$ cat src/ucee_pkg.sv
`timescale 1ns / 1ps
`default_nettype none

package ucee_pkg;

    // event codes on the input channel
    typedef enum logic [1:0] {
        CMD_BUS_RESET = 2'd0,
        CMD_SETUP     = 2'd1,
        CMD_IN_DONE   = 2'd2,
        CMD_OTHER     = 2'd3
    } cmd_t;

    // standard request and descriptor codes
    localparam logic [7:0] REQ_SET_ADDRESS       = 8'd5;
    localparam logic [7:0] REQ_GET_DESCRIPTOR    = 8'd6;
    localparam logic [7:0] REQ_SET_CONFIGURATION = 8'd9;

    localparam logic [7:0] DESC_DEVICE = 8'd1;
    localparam logic [7:0] DESC_CONFIG = 8'd2;
    localparam logic [7:0] DESC_STRING = 8'd3;

    // largest legal control packet
    localparam logic [6:0] PACKET_LIMIT = 7'd64;

    // configuration register indexes
    typedef enum logic [2:0] {
        REG_MAX_PACKET      = 3'd0,
        REG_DEVICE_DESC_LEN = 3'd1,
        REG_CONFIG_HEAD_LEN = 3'd2,
        REG_CONFIG_FULL_LEN = 3'd3,
        REG_LANG_STRING_LEN = 3'd4,
        REG_TEXT_STRING_LEN = 3'd5
    } reg_idx_t;

    // reset values of the configuration registers
    localparam logic [6:0] RST_MAX_PACKET      = 7'd64;
    localparam logic [7:0] RST_DEVICE_DESC_LEN = 8'd18;
    localparam logic [7:0] RST_CONFIG_HEAD_LEN = 8'd9;
    localparam logic [9:0] RST_CONFIG_FULL_LEN = 10'd32;
    localparam logic [7:0] RST_LANG_STRING_LEN = 8'd4;
    localparam logic [7:0] RST_TEXT_STRING_LEN = 8'd16;

    // enumeration phase
    typedef enum logic [1:0] {
        PH_DEFAULT = 2'd0,
        PH_ADDRESS = 2'd1,
        PH_CONFIG  = 2'd2,
        PH_READY   = 2'd3
    } phase_t;

    // transmit data source
    typedef enum logic [2:0] {
        SRC_RX_BUF      = 3'd0,
        SRC_DEVICE      = 3'd1,
        SRC_CONFIG_HEAD = 3'd2,
        SRC_CONFIG_FULL = 3'd3,
        SRC_LANG        = 3'd4,
        SRC_TEXT        = 3'd5
    } src_t;

    // classified operation handed from front to back
    typedef enum logic [3:0] {
        OP_NOP,
        OP_BUS_RESET,
        OP_IN_DONE,
        OP_GET_DEVICE,
        OP_GET_CONFIG,
        OP_GET_LANG,
        OP_GET_TEXT,
        OP_SET_ADDRESS,
        OP_SET_CONFIG,
        OP_ZERO_LEN
    } op_t;

    typedef struct packed {
        op_t        op;
        logic [6:0] addr;
    } op_entry_t;

endpackage

`default_nettype wire

$ cat src/ucee_evt_if.sv
`timescale 1ns / 1ps
`default_nettype none

interface ucee_evt_if;
    logic        valid;
    logic        ready;
    logic [1:0]  cmd;
    logic [7:0]  request;
    logic [15:0] value;
    logic [15:0] index;

    modport source (output valid, output cmd, output request, output value,
                    output index, input ready);
    modport sink   (input valid, input cmd, input request, input value,
                    input index, output ready);
endinterface

`default_nettype wire

$ cat src/ucee_rsp_if.sv
`timescale 1ns / 1ps
`default_nettype none

interface ucee_rsp_if;
    logic       valid;
    logic       ready;
    logic       tx_armed;
    logic       tx_toggle;
    logic [6:0] tx_len;
    logic [2:0] tx_source;
    logic [9:0] tx_offset;
    logic [6:0] device_address;
    logic [1:0] enum_state;

    modport source (output valid, output tx_armed, output tx_toggle, output tx_len,
                    output tx_source, output tx_offset, output device_address,
                    output enum_state, input ready);
    modport sink   (input valid, input tx_armed, input tx_toggle, input tx_len,
                    input tx_source, input tx_offset, input device_address,
                    input enum_state, output ready);
endinterface

`default_nettype wire

$ cat src/ucee_cfg_if.sv
`timescale 1ns / 1ps
`default_nettype none

interface ucee_cfg_if;
    logic       valid;
    logic       ready;
    logic [2:0] index;
    logic [9:0] data;

    modport source (output valid, output index, output data, input ready);
    modport sink   (input valid, input index, input data, output ready);
endinterface

`default_nettype wire

$ cat src/usb_control_endpoint_engine_unit.sv
// channel  role    width  contents
// evt      sink    42     cmd, request, value, index
// rsp      source  31     tx_armed, tx_toggle, tx_len, tx_source, tx_offset,
//                         device_address, enum_state
// cfg      sink    13     register index, write data (always ready)
//
// one event per cycle sustained while the result channel is ready; a result appears in the cycle
// after the event is taken from the queue, since the back end's state registers are the result
// rst_n clears the engine state, the queue, and loads the default register values
// a stalled result holds the back end; the queue keeps taking events until full
`timescale 1ns / 1ps
`default_nettype none

module usb_control_endpoint_engine_unit #(
    parameter int QUEUE_DEPTH = 2
) (
    input  logic       clk,
    input  logic       rst_n,
    ucee_evt_if.sink   evt,
    ucee_rsp_if.source rsp,
    ucee_cfg_if.sink   cfg
);

    logic                push_valid, push_ready;
    logic                pop_valid, pop_ready;
    ucee_pkg::op_entry_t push_entry, pop_entry;

    // classify incoming events
    ucee_front u_front (
        .evt        (evt),
        .push_valid (push_valid),
        .push_ready (push_ready),
        .push_entry (push_entry)
    );

    // decoupling queue
    ucee_queue #(
        .DEPTH (QUEUE_DEPTH)
    ) u_queue (
        .clk        (clk),
        .rst_n      (rst_n),
        .push_valid (push_valid),
        .push_ready (push_ready),
        .push_entry (push_entry),
        .pop_valid  (pop_valid),
        .pop_ready  (pop_ready),
        .pop_entry  (pop_entry)
    );

    // endpoint state and results
    ucee_back u_back (
        .clk       (clk),
        .rst_n     (rst_n),
        .cfg       (cfg),
        .pop_valid (pop_valid),
        .pop_ready (pop_ready),
        .pop_entry (pop_entry),
        .rsp       (rsp)
    );

endmodule

`default_nettype wire

$ cat src/ucee_front.sv
`timescale 1ns / 1ps
`default_nettype none

module ucee_front (
    ucee_evt_if.sink              evt,
    output logic                  push_valid,
    input  logic                  push_ready,
    output ucee_pkg::op_entry_t   push_entry
);

    // handshake passes straight through to the queue
    assign push_valid = evt.valid;
    assign evt.ready  = push_ready;

    // classify the event into one operation
    always_comb
    begin
        push_entry.addr = evt.value[6:0];
        push_entry.op   = ucee_pkg::OP_NOP;
        unique case (ucee_pkg::cmd_t'(evt.cmd))
            ucee_pkg::CMD_BUS_RESET: push_entry.op = ucee_pkg::OP_BUS_RESET;
            ucee_pkg::CMD_IN_DONE:   push_entry.op = ucee_pkg::OP_IN_DONE;
            ucee_pkg::CMD_OTHER:     push_entry.op = ucee_pkg::OP_NOP;
            ucee_pkg::CMD_SETUP:
            begin
                priority if (evt.request == ucee_pkg::REQ_GET_DESCRIPTOR)
                begin
                    priority if (evt.value[15:8] == ucee_pkg::DESC_DEVICE)
                        push_entry.op = ucee_pkg::OP_GET_DEVICE;
                    else if (evt.value[15:8] == ucee_pkg::DESC_CONFIG)
                        push_entry.op = ucee_pkg::OP_GET_CONFIG;
                    else if (evt.value[15:8] == ucee_pkg::DESC_STRING)
                        push_entry.op = (evt.index == 16'd0) ? ucee_pkg::OP_GET_LANG
                                                             : ucee_pkg::OP_GET_TEXT;
                    else
                        push_entry.op = ucee_pkg::OP_ZERO_LEN;
                end
                else if (evt.request == ucee_pkg::REQ_SET_ADDRESS)
                    push_entry.op = ucee_pkg::OP_SET_ADDRESS;
                else if (evt.request == ucee_pkg::REQ_SET_CONFIGURATION)
                    push_entry.op = ucee_pkg::OP_SET_CONFIG;
                else
                    push_entry.op = ucee_pkg::OP_ZERO_LEN;
            end
        endcase
    end

endmodule

`default_nettype wire

$ cat src/ucee_queue.sv
`timescale 1ns / 1ps
`default_nettype none

module ucee_queue #(
    parameter int DEPTH = 2
) (
    input  logic                clk,
    input  logic                rst_n,
    input  logic                push_valid,
    output logic                push_ready,
    input  ucee_pkg::op_entry_t push_entry,
    output logic                pop_valid,
    input  logic                pop_ready,
    output ucee_pkg::op_entry_t pop_entry
);

    localparam int PTR_W = (DEPTH > 1) ? $clog2(DEPTH) : 1;
    localparam int CNT_W = $clog2(DEPTH + 1);
    localparam logic [PTR_W-1:0] LAST_PTR = PTR_W'(DEPTH - 1);
    localparam logic [CNT_W-1:0] FULL_CNT = CNT_W'(DEPTH);

    ucee_pkg::op_entry_t slot_reg [DEPTH];
    logic [PTR_W-1:0] wr_ptr_reg, wr_ptr_next;
    logic [PTR_W-1:0] rd_ptr_reg, rd_ptr_next;
    logic [CNT_W-1:0] count_reg, count_next;
    logic             do_push, do_pop;

    assign push_ready = (count_reg != FULL_CNT);
    assign pop_valid  = (count_reg != '0);
    assign pop_entry  = slot_reg[rd_ptr_reg];
    assign do_push    = push_valid && push_ready;
    assign do_pop     = pop_valid && pop_ready;

    // pointer and fill count update
    always_comb
    begin
        wr_ptr_next = wr_ptr_reg;
        rd_ptr_next = rd_ptr_reg;
        count_next  = count_reg;
        if (do_push)
            wr_ptr_next = (wr_ptr_reg == LAST_PTR) ? '0 : wr_ptr_reg + 1'b1;
        if (do_pop)
            rd_ptr_next = (rd_ptr_reg == LAST_PTR) ? '0 : rd_ptr_reg + 1'b1;
        if (do_push && !do_pop)
            count_next = count_reg + 1'b1;
        else if (do_pop && !do_push)
            count_next = count_reg - 1'b1;
    end

    always_ff @(posedge clk or negedge rst_n)
    begin
        if (!rst_n)
        begin
            wr_ptr_reg <= '0;
            rd_ptr_reg <= '0;
            count_reg  <= '0;
        end
        else
        begin
            wr_ptr_reg <= wr_ptr_next;
            rd_ptr_reg <= rd_ptr_next;
            count_reg  <= count_next;
        end
    end

    // entry storage
    always_ff @(posedge clk)
    begin
        if (do_push)
            slot_reg[wr_ptr_reg] <= push_entry;
    end

endmodule

`default_nettype wire

$ cat src/ucee_back.sv
`timescale 1ns / 1ps
`default_nettype none

module ucee_back (
    input  logic                clk,
    input  logic                rst_n,
    ucee_cfg_if.sink            cfg,
    input  logic                pop_valid,
    output logic                pop_ready,
    input  ucee_pkg::op_entry_t pop_entry,
    ucee_rsp_if.source          rsp
);

    // configuration registers
    logic [6:0] max_packet_reg;
    logic [7:0] device_desc_len_reg;
    logic [7:0] config_head_len_reg;
    logic [9:0] config_full_len_reg;
    logic [7:0] lang_string_len_reg;
    logic [7:0] text_string_len_reg;

    // engine state, which is also the result register
    ucee_pkg::phase_t phase_reg, phase_next;
    ucee_pkg::src_t   src_reg, src_next;
    logic [6:0] pending_addr_reg, pending_addr_next;
    logic [6:0] applied_addr_reg, applied_addr_next;
    logic [9:0] bytes_left_reg, bytes_left_next;
    logic [6:0] packet_reg, packet_next;
    logic [9:0] offset_reg, offset_next;
    logic       toggle_reg, toggle_next;
    logic       armed_reg, armed_next;
    logic       rsp_valid_reg, rsp_valid_next;

    logic             step;
    logic [6:0]       mp_eff;
    logic             do_arm;
    ucee_pkg::src_t   arm_src;
    logic [9:0]       arm_size;
    logic [9:0]       bl_after;

    assign cfg.ready = 1'b1;

    // configuration writes
    always_ff @(posedge clk or negedge rst_n)
    begin
        if (!rst_n)
        begin
            max_packet_reg      <= ucee_pkg::RST_MAX_PACKET;
            device_desc_len_reg <= ucee_pkg::RST_DEVICE_DESC_LEN;
            config_head_len_reg <= ucee_pkg::RST_CONFIG_HEAD_LEN;
            config_full_len_reg <= ucee_pkg::RST_CONFIG_FULL_LEN;
            lang_string_len_reg <= ucee_pkg::RST_LANG_STRING_LEN;
            text_string_len_reg <= ucee_pkg::RST_TEXT_STRING_LEN;
        end
        else if (cfg.valid)
        begin
            case (cfg.index)
                ucee_pkg::REG_MAX_PACKET:      max_packet_reg      <= cfg.data[6:0];
                ucee_pkg::REG_DEVICE_DESC_LEN: device_desc_len_reg <= cfg.data[7:0];
                ucee_pkg::REG_CONFIG_HEAD_LEN: config_head_len_reg <= cfg.data[7:0];
                ucee_pkg::REG_CONFIG_FULL_LEN: config_full_len_reg <= cfg.data;
                ucee_pkg::REG_LANG_STRING_LEN: lang_string_len_reg <= cfg.data[7:0];
                ucee_pkg::REG_TEXT_STRING_LEN: text_string_len_reg <= cfg.data[7:0];
                default: ;
            endcase
        end
    end

    // take the next operation when the result slot is free or being drained
    assign step      = pop_valid && (!rsp_valid_reg || rsp.ready);
    assign pop_ready = !rsp_valid_reg || rsp.ready;

    // packet size clamped to the legal range
    always_comb
    begin
        priority if (max_packet_reg == 7'd0)
            mp_eff = 7'd1;
        else if (max_packet_reg > ucee_pkg::PACKET_LIMIT)
            mp_eff = ucee_pkg::PACKET_LIMIT;
        else
            mp_eff = max_packet_reg;
    end

    assign bl_after = (bytes_left_reg > {3'b000, packet_reg})
                    ? bytes_left_reg - {3'b000, packet_reg} : 10'd0;

    // next state for one operation
    always_comb
    begin
        phase_next        = phase_reg;
        src_next          = src_reg;
        pending_addr_next = pending_addr_reg;
        applied_addr_next = applied_addr_reg;
        bytes_left_next   = bytes_left_reg;
        packet_next       = packet_reg;
        offset_next       = offset_reg;
        toggle_next       = toggle_reg;
        armed_next        = armed_reg;
        rsp_valid_next    = rsp_valid_reg && !rsp.ready;
        do_arm            = 1'b0;
        arm_src           = ucee_pkg::SRC_RX_BUF;
        arm_size          = 10'd0;

        if (step)
        begin
            rsp_valid_next = 1'b1;
            unique case (pop_entry.op)
                ucee_pkg::OP_NOP: ;
                ucee_pkg::OP_BUS_RESET:
                begin
                    pending_addr_next = 7'd0;
                    applied_addr_next = 7'd0;
                end
                ucee_pkg::OP_IN_DONE:
                begin
                    bytes_left_next = bl_after;
                    if (bl_after == 10'd0)
                    begin
                        armed_next  = 1'b0;
                        toggle_next = 1'b0;
                        packet_next = 7'd0;
                        src_next    = ucee_pkg::SRC_RX_BUF;
                        offset_next = 10'd0;
                    end
                    else
                    begin
                        offset_next = offset_reg + {3'b000, packet_reg};
                        if ({3'b000, packet_reg} > bl_after)
                            packet_next = bl_after[6:0];
                        toggle_next = !toggle_reg;
                        armed_next  = 1'b1;
                    end
                    if (phase_reg == ucee_pkg::PH_ADDRESS)
                        applied_addr_next = pending_addr_reg;
                end
                ucee_pkg::OP_GET_DEVICE:
                begin
                    do_arm   = 1'b1;
                    arm_src  = ucee_pkg::SRC_DEVICE;
                    arm_size = {2'b00, device_desc_len_reg};
                end
                ucee_pkg::OP_GET_CONFIG:
                begin
                    do_arm = 1'b1;
                    if (phase_reg == ucee_pkg::PH_CONFIG)
                    begin
                        arm_src  = ucee_pkg::SRC_CONFIG_FULL;
                        arm_size = config_full_len_reg;
                    end
                    else
                    begin
                        arm_src    = ucee_pkg::SRC_CONFIG_HEAD;
                        arm_size   = {2'b00, config_head_len_reg};
                        phase_next = ucee_pkg::PH_CONFIG;
                    end
                end
                ucee_pkg::OP_GET_LANG:
                begin
                    do_arm   = 1'b1;
                    arm_src  = ucee_pkg::SRC_LANG;
                    arm_size = {2'b00, lang_string_len_reg};
                end
                ucee_pkg::OP_GET_TEXT:
                begin
                    do_arm   = 1'b1;
                    arm_src  = ucee_pkg::SRC_TEXT;
                    arm_size = {2'b00, text_string_len_reg};
                end
                ucee_pkg::OP_SET_ADDRESS:
                begin
                    do_arm            = 1'b1;
                    phase_next        = ucee_pkg::PH_ADDRESS;
                    pending_addr_next = pop_entry.addr;
                end
                ucee_pkg::OP_SET_CONFIG:
                begin
                    do_arm     = 1'b1;
                    phase_next = ucee_pkg::PH_READY;
                end
                ucee_pkg::OP_ZERO_LEN:
                begin
                    do_arm = 1'b1;
                end
                default: ;
            endcase

            // arm the first packet of a reply, zero length keeps source and offset
            if (do_arm)
            begin
                packet_next     = (arm_size < {3'b000, mp_eff}) ? arm_size[6:0] : mp_eff;
                bytes_left_next = arm_size;
                if (arm_size != 10'd0)
                begin
                    src_next    = arm_src;
                    offset_next = 10'd0;
                end
                toggle_next = !toggle_reg;
                armed_next  = 1'b1;
            end
        end
    end

    // state and result registers
    always_ff @(posedge clk or negedge rst_n)
    begin
        if (!rst_n)
        begin
            phase_reg        <= ucee_pkg::PH_DEFAULT;
            src_reg          <= ucee_pkg::SRC_RX_BUF;
            pending_addr_reg <= 7'd0;
            applied_addr_reg <= 7'd0;
            bytes_left_reg   <= 10'd0;
            packet_reg       <= 7'd0;
            offset_reg       <= 10'd0;
            toggle_reg       <= 1'b0;
            armed_reg        <= 1'b0;
            rsp_valid_reg    <= 1'b0;
        end
        else
        begin
            phase_reg        <= phase_next;
            src_reg          <= src_next;
            pending_addr_reg <= pending_addr_next;
            applied_addr_reg <= applied_addr_next;
            bytes_left_reg   <= bytes_left_next;
            packet_reg       <= packet_next;
            offset_reg       <= offset_next;
            toggle_reg       <= toggle_next;
            armed_reg        <= armed_next;
            rsp_valid_reg    <= rsp_valid_next;
        end
    end

    // result channel
    assign rsp.valid          = rsp_valid_reg;
    assign rsp.tx_armed       = armed_reg;
    assign rsp.tx_toggle      = toggle_reg;
    assign rsp.tx_len         = packet_reg;
    assign rsp.tx_source      = src_reg;
    assign rsp.tx_offset      = offset_reg;
    assign rsp.device_address = applied_addr_reg;
    assign rsp.enum_state     = phase_reg;

endmodule

`default_nettype wire

$ cat src/flat_wrapper.sv
// flat-port wrapper written by rule: the top's interface ports become plain ports
module usb_control_endpoint_engine_unit_flat 
#(
    parameter int QUEUE_DEPTH = 2
)
  (clk, rst_n, evt_valid, evt_cmd, evt_request, evt_value, evt_index, evt_ready, rsp_valid, rsp_tx_armed, rsp_tx_toggle, rsp_tx_len, rsp_tx_source, rsp_tx_offset, rsp_device_address, rsp_enum_state, rsp_ready, cfg_valid, cfg_index, cfg_data, cfg_ready);
  ucee_evt_if evt_i ();
  ucee_rsp_if rsp_i ();
  ucee_cfg_if cfg_i ();
  input  logic clk;
  input  logic rst_n;
  input wire logic [$bits(evt_i.valid)-1:0] evt_valid;
  input wire logic [$bits(evt_i.cmd)-1:0] evt_cmd;
  input wire logic [$bits(evt_i.request)-1:0] evt_request;
  input wire logic [$bits(evt_i.value)-1:0] evt_value;
  input wire logic [$bits(evt_i.index)-1:0] evt_index;
  output wire logic [$bits(evt_i.ready)-1:0] evt_ready;
  output wire logic [$bits(rsp_i.valid)-1:0] rsp_valid;
  output wire logic [$bits(rsp_i.tx_armed)-1:0] rsp_tx_armed;
  output wire logic [$bits(rsp_i.tx_toggle)-1:0] rsp_tx_toggle;
  output wire logic [$bits(rsp_i.tx_len)-1:0] rsp_tx_len;
  output wire logic [$bits(rsp_i.tx_source)-1:0] rsp_tx_source;
  output wire logic [$bits(rsp_i.tx_offset)-1:0] rsp_tx_offset;
  output wire logic [$bits(rsp_i.device_address)-1:0] rsp_device_address;
  output wire logic [$bits(rsp_i.enum_state)-1:0] rsp_enum_state;
  input wire logic [$bits(rsp_i.ready)-1:0] rsp_ready;
  input wire logic [$bits(cfg_i.valid)-1:0] cfg_valid;
  input wire logic [$bits(cfg_i.index)-1:0] cfg_index;
  input wire logic [$bits(cfg_i.data)-1:0] cfg_data;
  output wire logic [$bits(cfg_i.ready)-1:0] cfg_ready;
  assign evt_i.valid = evt_valid;
  assign evt_i.cmd = evt_cmd;
  assign evt_i.request = evt_request;
  assign evt_i.value = evt_value;
  assign evt_i.index = evt_index;
  assign evt_ready = evt_i.ready;
  assign rsp_valid = rsp_i.valid;
  assign rsp_tx_armed = rsp_i.tx_armed;
  assign rsp_tx_toggle = rsp_i.tx_toggle;
  assign rsp_tx_len = rsp_i.tx_len;
  assign rsp_tx_source = rsp_i.tx_source;
  assign rsp_tx_offset = rsp_i.tx_offset;
  assign rsp_device_address = rsp_i.device_address;
  assign rsp_enum_state = rsp_i.enum_state;
  assign rsp_i.ready = rsp_ready;
  assign cfg_i.valid = cfg_valid;
  assign cfg_i.index = cfg_index;
  assign cfg_i.data = cfg_data;
  assign cfg_ready = cfg_i.ready;
  usb_control_endpoint_engine_unit #(.QUEUE_DEPTH(QUEUE_DEPTH)) u_core (.clk(clk), .rst_n(rst_n), .evt(evt_i), .rsp(rsp_i), .cfg(cfg_i));
endmodule
$ cat config.mk
export PLATFORM = sky130hd
export DESIGN_NAME = usb_control_endpoint_engine_unit_flat
export DESIGN_NICKNAME = d
export VERILOG_FILES = /design/src/ucee_pkg.sv /design/src/ucee_evt_if.sv /design/src/ucee_rsp_if.sv /design/src/ucee_cfg_if.sv /design/src/usb_control_endpoint_engine_unit.sv /design/src/ucee_front.sv /design/src/ucee_queue.sv /design/src/ucee_back.sv /design/src/flat_wrapper.sv
export SDC_FILE = /design/constraint.sdc
export NUM_CORES = 1
export LEC_CHECK = 0
export BUFFER_PORTS_ARGS = -buffer_cell sky130_fd_sc_hd__buf_2
export CAP_MARGIN = 5
export CORE_UTILIZATION = 40
export DETAILED_ROUTE_END_ITERATION = 8
export SYNTH_ARGS = -nofsm -noshare
export SYNTH_HDL_FRONTEND = slang
export SYNTH_SLANG_ARGS = --single-unit
$ cat constraint.sdc
create_clock -name clk -period 7.1 [get_ports clk]
set_input_delay 1.42 -clock clk [delete_from_list [all_inputs] [get_ports clk]]
set_output_delay 1.42 -clock clk [all_outputs]
set_load 0.01 [all_outputs]
Word-level counts from Yosys, hierarchy flattened. Memories as Yosys holds them, arrays and structs flattened. Index checks and enable logic that the tools add are counted.

$add $sub $neg: 6. Multipliers: 0. Divide/modulo/power cells: 0. $lt $le $gt $ge: 4. Equal/unequal tests: 28. Shift operators: 0. Muxes and demuxes: 51. Bitwise gates (word level): 0. Reduce and logical (&&, ||, !) cells: 36.

Operator list (number): $mux 10 (9); $mux 7 (8); $pmux 10 s4 (1); $pmux 7 s2 (2); $mux 4 (5); $eq 4x3->1 const B (4); $eq 8x2->1 const B (2); $eq 8x3->1 const B (2); $logic_not 16->1 (1); $pmux 4 s4 (1); $reduce_and 2->1 (8); $mux 1 (15); $mux 3 (4); $pmux 3 s4 (1); $add 10x7->10 (1); $gt 10x7->1 (1); $gt 7x10->1 (1); $logic_not 10->1 (1); $lt 10x7->1 (1); $reduce_bool 10->1 (1); $reduce_bool 2->1 (5); $sub 10x7->10 (1); $reduce_and 3->1 (3); $eq 4x2->1 const B (2); other kinds (24) (45).

Register bits: 102. Latch bits: 0. RAM bits: 22. ROM bits: 0. Input bits: 60. Output and inout port bits: 34. Word-level logic and storage cells: 145. Memories kept: 1.

Memory list: u_core.u_queue.slot_reg (depth 2, width 11, rd ports 1, clocked after Yosys merged registers in 0, wr ports 1, RTL line ucee_queue.sv:22) `ucee_pkg::op_entry_t slot_reg [DEPTH];`.

Depth between registers and ports, before layout.
Word-level depth: 7. Mapped depth: 18. Mapped depth without buffers: 18.

By module. A second synthesis with hierarchy kept.

Cells, all modules: 677. Area, all modules: 7198.2 sq um.

Modules (own cells, without submodules): ucee_back (times used 1, cells each 587, area each 5914.4 sq um); ucee_queue (times used 1, cells each 52, area each 1003.5 sq um); ucee_front (times used 1, cells each 38, area each 280.3 sq um).

Worst setup path before layout. OpenSTA, ideal clock, no wires.

Kind: register to register. Start point: register u_core.u_back.packet_reg[0] (netlist: u_core.u_back.rsp.tx_len[0]). End point: register u_core.u_back.packet_reg[0] (netlist: u_core.u_back.rsp.tx_len[0]). Setup time: 125 ps. Arrival time: 3575 ps. Data required time: 6975 ps. Slack: 3400 ps. Stages on the path, launching flop included: 18. Period minus slack after synthesis: 3700 ps. Cells stage by stage: dfrtp_1 > ha_1 > inv_1 > fa_1 > a211oi_2 > nor3_1 > o21ai_0 > nand2_1 > nand2_1 > ha_1 > o211ai_1 > a21boi_0 > o21ai_0 > a32o_1 > o31ai_1 > a41oi_1 > o21ai_4 > mux2_4.

Word-level cells in the longest chain between the ends: 6.

Ends and longest elaborated chain: start, declared (RTL line ucee_back.sv:28) `logic [6:0] packet_reg, packet_next;`; start signal, assigned (RTL line ucee_back.sv:226) `packet_reg <= packet_next;`; parallel branches: the longest is 6 deep, another holds $sub 10x7->10.

Several ways; the timed one is not identified. The select of a mux whose other input is x is not followed. A chain may end at the register's enable or synchronous reset.

Worst setup path after layout.
Start point: register u_core.u_queue.rd_ptr_reg. End point: register u_core.u_back.packet_reg[5] (netlist: u_core.u_back.rsp.tx_len[5]).

Word-level cells in the longest chain between the ends: 7.

Ends and longest elaborated chain: start, declared (RTL line ucee_queue.sv:24) `logic [PTR_W-1:0] rd_ptr_reg, rd_ptr_next;`; start signal, assigned (RTL line ucee_queue.sv:61) `rd_ptr_reg <= rd_ptr_next;`; $mem_v2 2x11 (*); $eq 4x3->1, or another cell as far along (RTL line ucee_back.sv:107) `unique case (pop_entry.op)`; $pmux 10 s4 / $reduce_or 7->1 (equally long branches); $mux 10 / $mux 1 (equally long branches) (RTL line ucee_back.sv:104, ucee_back.sv:107); $lt 10x7->1 / $mux 1 (equally long branches) (RTL line ucee_back.sv:190, ucee_back.sv:104); $mux 7, or another cell as far along (RTL line ucee_back.sv:190) `packet_next = (arm_size < {3'b000, mp_eff}) ? arm_size[6:0] : mp_eff;`; $mux 7 / $reduce_and 3->1 (equally long branches).

Every way passes the cells marked *; elsewhere a longest branch is shown, timed or not. The select of a mux whose other input is x is not followed.

==> metrics.yaml <==
async_reset_ff_frac: 0.823
yosysWarnings: 0
finalCritPeriodShare: 0.629
hpwlAfterDp_mm: 13.1
finalMaxSlewViolations: 0
finalCriticalPeriod_ps: 4470
syn-num-nets: 744
seq_area_frac_synth: 0.466
final-hold-violation-count: 0
p_leak_uw: 0.00359
slew_headroom: 0.137
arrival_ps: 4770
drv_cap: 0
grt_use_total: 0.206
viasPerCell: 5.57
syn_area_per_cell_um2: 10.6
drt-initial-drc-count: 341
path_max_fanout: 25
top_layer_used: "met4"
clkSinkCount: 124
netlist.area_leader.share: 0.340
tightest_slew_ps: 1280
ios: 94
syn_area_um2: 6910
tritoncts: "built"
num_rows: 47
min_path_type: "reg2reg"
rsz0062_at_grt: "false"
grt_pass1_vias: 5475
netlist_instances: 655
drcViolationCount: 0
routabilityCongestion: 0.878
setup-violations-final: 0
dieHeight_um: 133
holdPathStages: 2
drive_gt1_frac: 0.264
start_util: 0.414
largest_register_ffs: 22
crit_path_end_kind: "flip-flop"
vias: 5472
routed-wl-met2_mm: 8.41
yosysTopAreaCell: "dfrtp_1"
switchingPower_uw: 1680
dr.pass1.iters: 5
power-per-cell-area_nw_per_um2: 480
wl_per_cell_um: 17.6
p_seq_frac: 0.294
cts_resized: 0
io_buffers: 91
path_class: "reg2reg"
layout_common_cells: "dfrtp_1, buf_2, nand2_1"
fin_util: 0.488
finalNonFillerCells: 982
holdBufCountCts: 0
max_freq_mhz: 224
p_clk_frac: 0.222
wl_met3_um: 641
final_common_cell: "dfrtp_1"
placed_cells: 949
synth_edf_count: 22
postCtsSetupBuffers: 0
htree_num_levels: 4
path_clk_slew_ps: 60
gr-total-overflow: 0
crit_required_ps: 7400
cts_buffers: 17
internal_power_uw: 2230
die_area_um2: 17800
outcome: "complete, no violations"
core_area_um2: 16700
switching_share: 0.430
r2r_cells: 12
n_antenna_cell: 0
final_nets: 838
cts-root-buf: "clkbuf_16"
fin_skew_ps: 8.10
finalSetupTns_ps: 0
ys_ff_latch: 124
synth_cell_types: 84
grt_max_degree: 67
routedLengthMet1_mm: 7.85
clk_path_buf_depth: 2
area_delta_synth_final_pct: 18.0
clock_latency_ps: 420
pwr-share-comb: 0.484
dieWidth_um: 133
synth_flop_cell: "dfrtp_1"
peakVddDrop_mv: 0.232
antenna_found_initial: 0
crit_path_start_kind: "flip-flop"
grt_pass1_wl_mm: 28.3
wl_mm: 17.3
synthTopCellsByArea: "dfrtp_1, edfxtp_1, mux2_2, ha_1, nand2_1"
ant_nets: 0
-- layout make-up --
type	instances	area, um^2
well taps	220	275
repair buffers	94	478
fillers	1556	8540
inverters	30	113
multi-input cells	482	3480
flip-flops and latches	124	3220
clock inverters	15	160
clock buffers	17	425
-- Yosys cell counts, drive strengths merged, types with 3 or more instances --
master	n
a211o	3
a211oi	5
a21o	7
a21oi	31
a22o	10
a22oi	6
a31oi	8
a32o	3
and2	3
and3	5
and3b	3
buf	5
clkbuf	14
dfrtp	94
dfstp	8
edfxtp	22
ha	27
inv	29
mux2	48
mux2i	22
nand2	70
nand2b	10
nand3	12
nand4	3
nor2	38
nor2b	4
nor3	13
nor3b	8
nor4	7
nor4b	4
o211ai	5
o21a	3
o21ai	51
o221ai	4
o22ai	9
o2bb2ai	4
o31ai	8
or2	3
or3	3
or4	4
xnor2	4
xor2	8
-- cell families after synthesis --
family                     synth area share
buffers and inverters                0.0297
muxes                                 0.113
xor gates and xnor gates             0.0163
DFF                                   0.466
other                              0.000543
adders and majority gates            0.0547
AOI/OAI and AO/OA                     0.176
and+or+nand+nor                       0.144
-- path summary, 6_finish.rpt --
check                                                start                              endpoint  slack [ps]
max in group asynchronous                            rst_n  u_core.u_back.lang_string_len_reg[7]        4920
min in group asynchronous                            rst_n        u_core.u_back.rsp.tx_offset[3]         950
hold / removal             u_core.u_back.bytes_left_reg[5]       u_core.u_back.bytes_left_reg[5]         470
hold reg to reg            u_core.u_back.bytes_left_reg[5]       u_core.u_back.bytes_left_reg[5]         470
setup reg to reg                 u_core.u_queue.rd_ptr_reg           u_core.u_back.rsp.tx_len[5]        2630
setup / recovery                 u_core.u_queue.rd_ptr_reg           u_core.u_back.rsp.tx_len[5]        2630
-- critical path: stages, from the launching register on --
cell	delay, ps
dfrtp_1	970
mux2_2	500
nor2_1	490
a22oi_1	190
o21bai_1	310
ha_1	310
nand3_1	180
o22ai_1	110
nor2_1	150
nand3_2	200
o211a_1	350
a221o_1	320
mux2_4	250
-- power by group through the flow --
stage	clock, uW	sequential (uW)	combinational (uW)
4_1_cts	880	1150	1890
3_5_place_dp	0	1160	1880
5_1_grt	912	1180	2110
6_report	869	1150	1890
2_1_floorplan	0	1110	1390
3_3_place_gp	0	1150	1840
-- routing by layer --
| metal | global-route usage | up-vias |
|---|---|---|
| met1 | 0.267 | 2679 |
| met5 | 0 | - |
| met4 | 0.0859 | 0 |
| li1 | - | 2618 |
| met2 | 0.338 | 152 |
| met3 | 0.0373 | 23 |
-- stage by stage --
step | setup slack, ps | power, uW | hold slack [ps] | cell area (um^2)
after floorplan | 3400 | 2500 | 443 | 6910
after global placement | 2780 | 2990 | 465 | 7570
after detailed placement | 2660 | 3040 | 465 | 7570
after CTS | 2640 | 3920 | 478 | 8150
after global routing | 2370 | 4200 | 511 | 8160
final | 2630 | 3910 | 472 | 8160
Note: power is estimated with default switching activity, not from simulation.
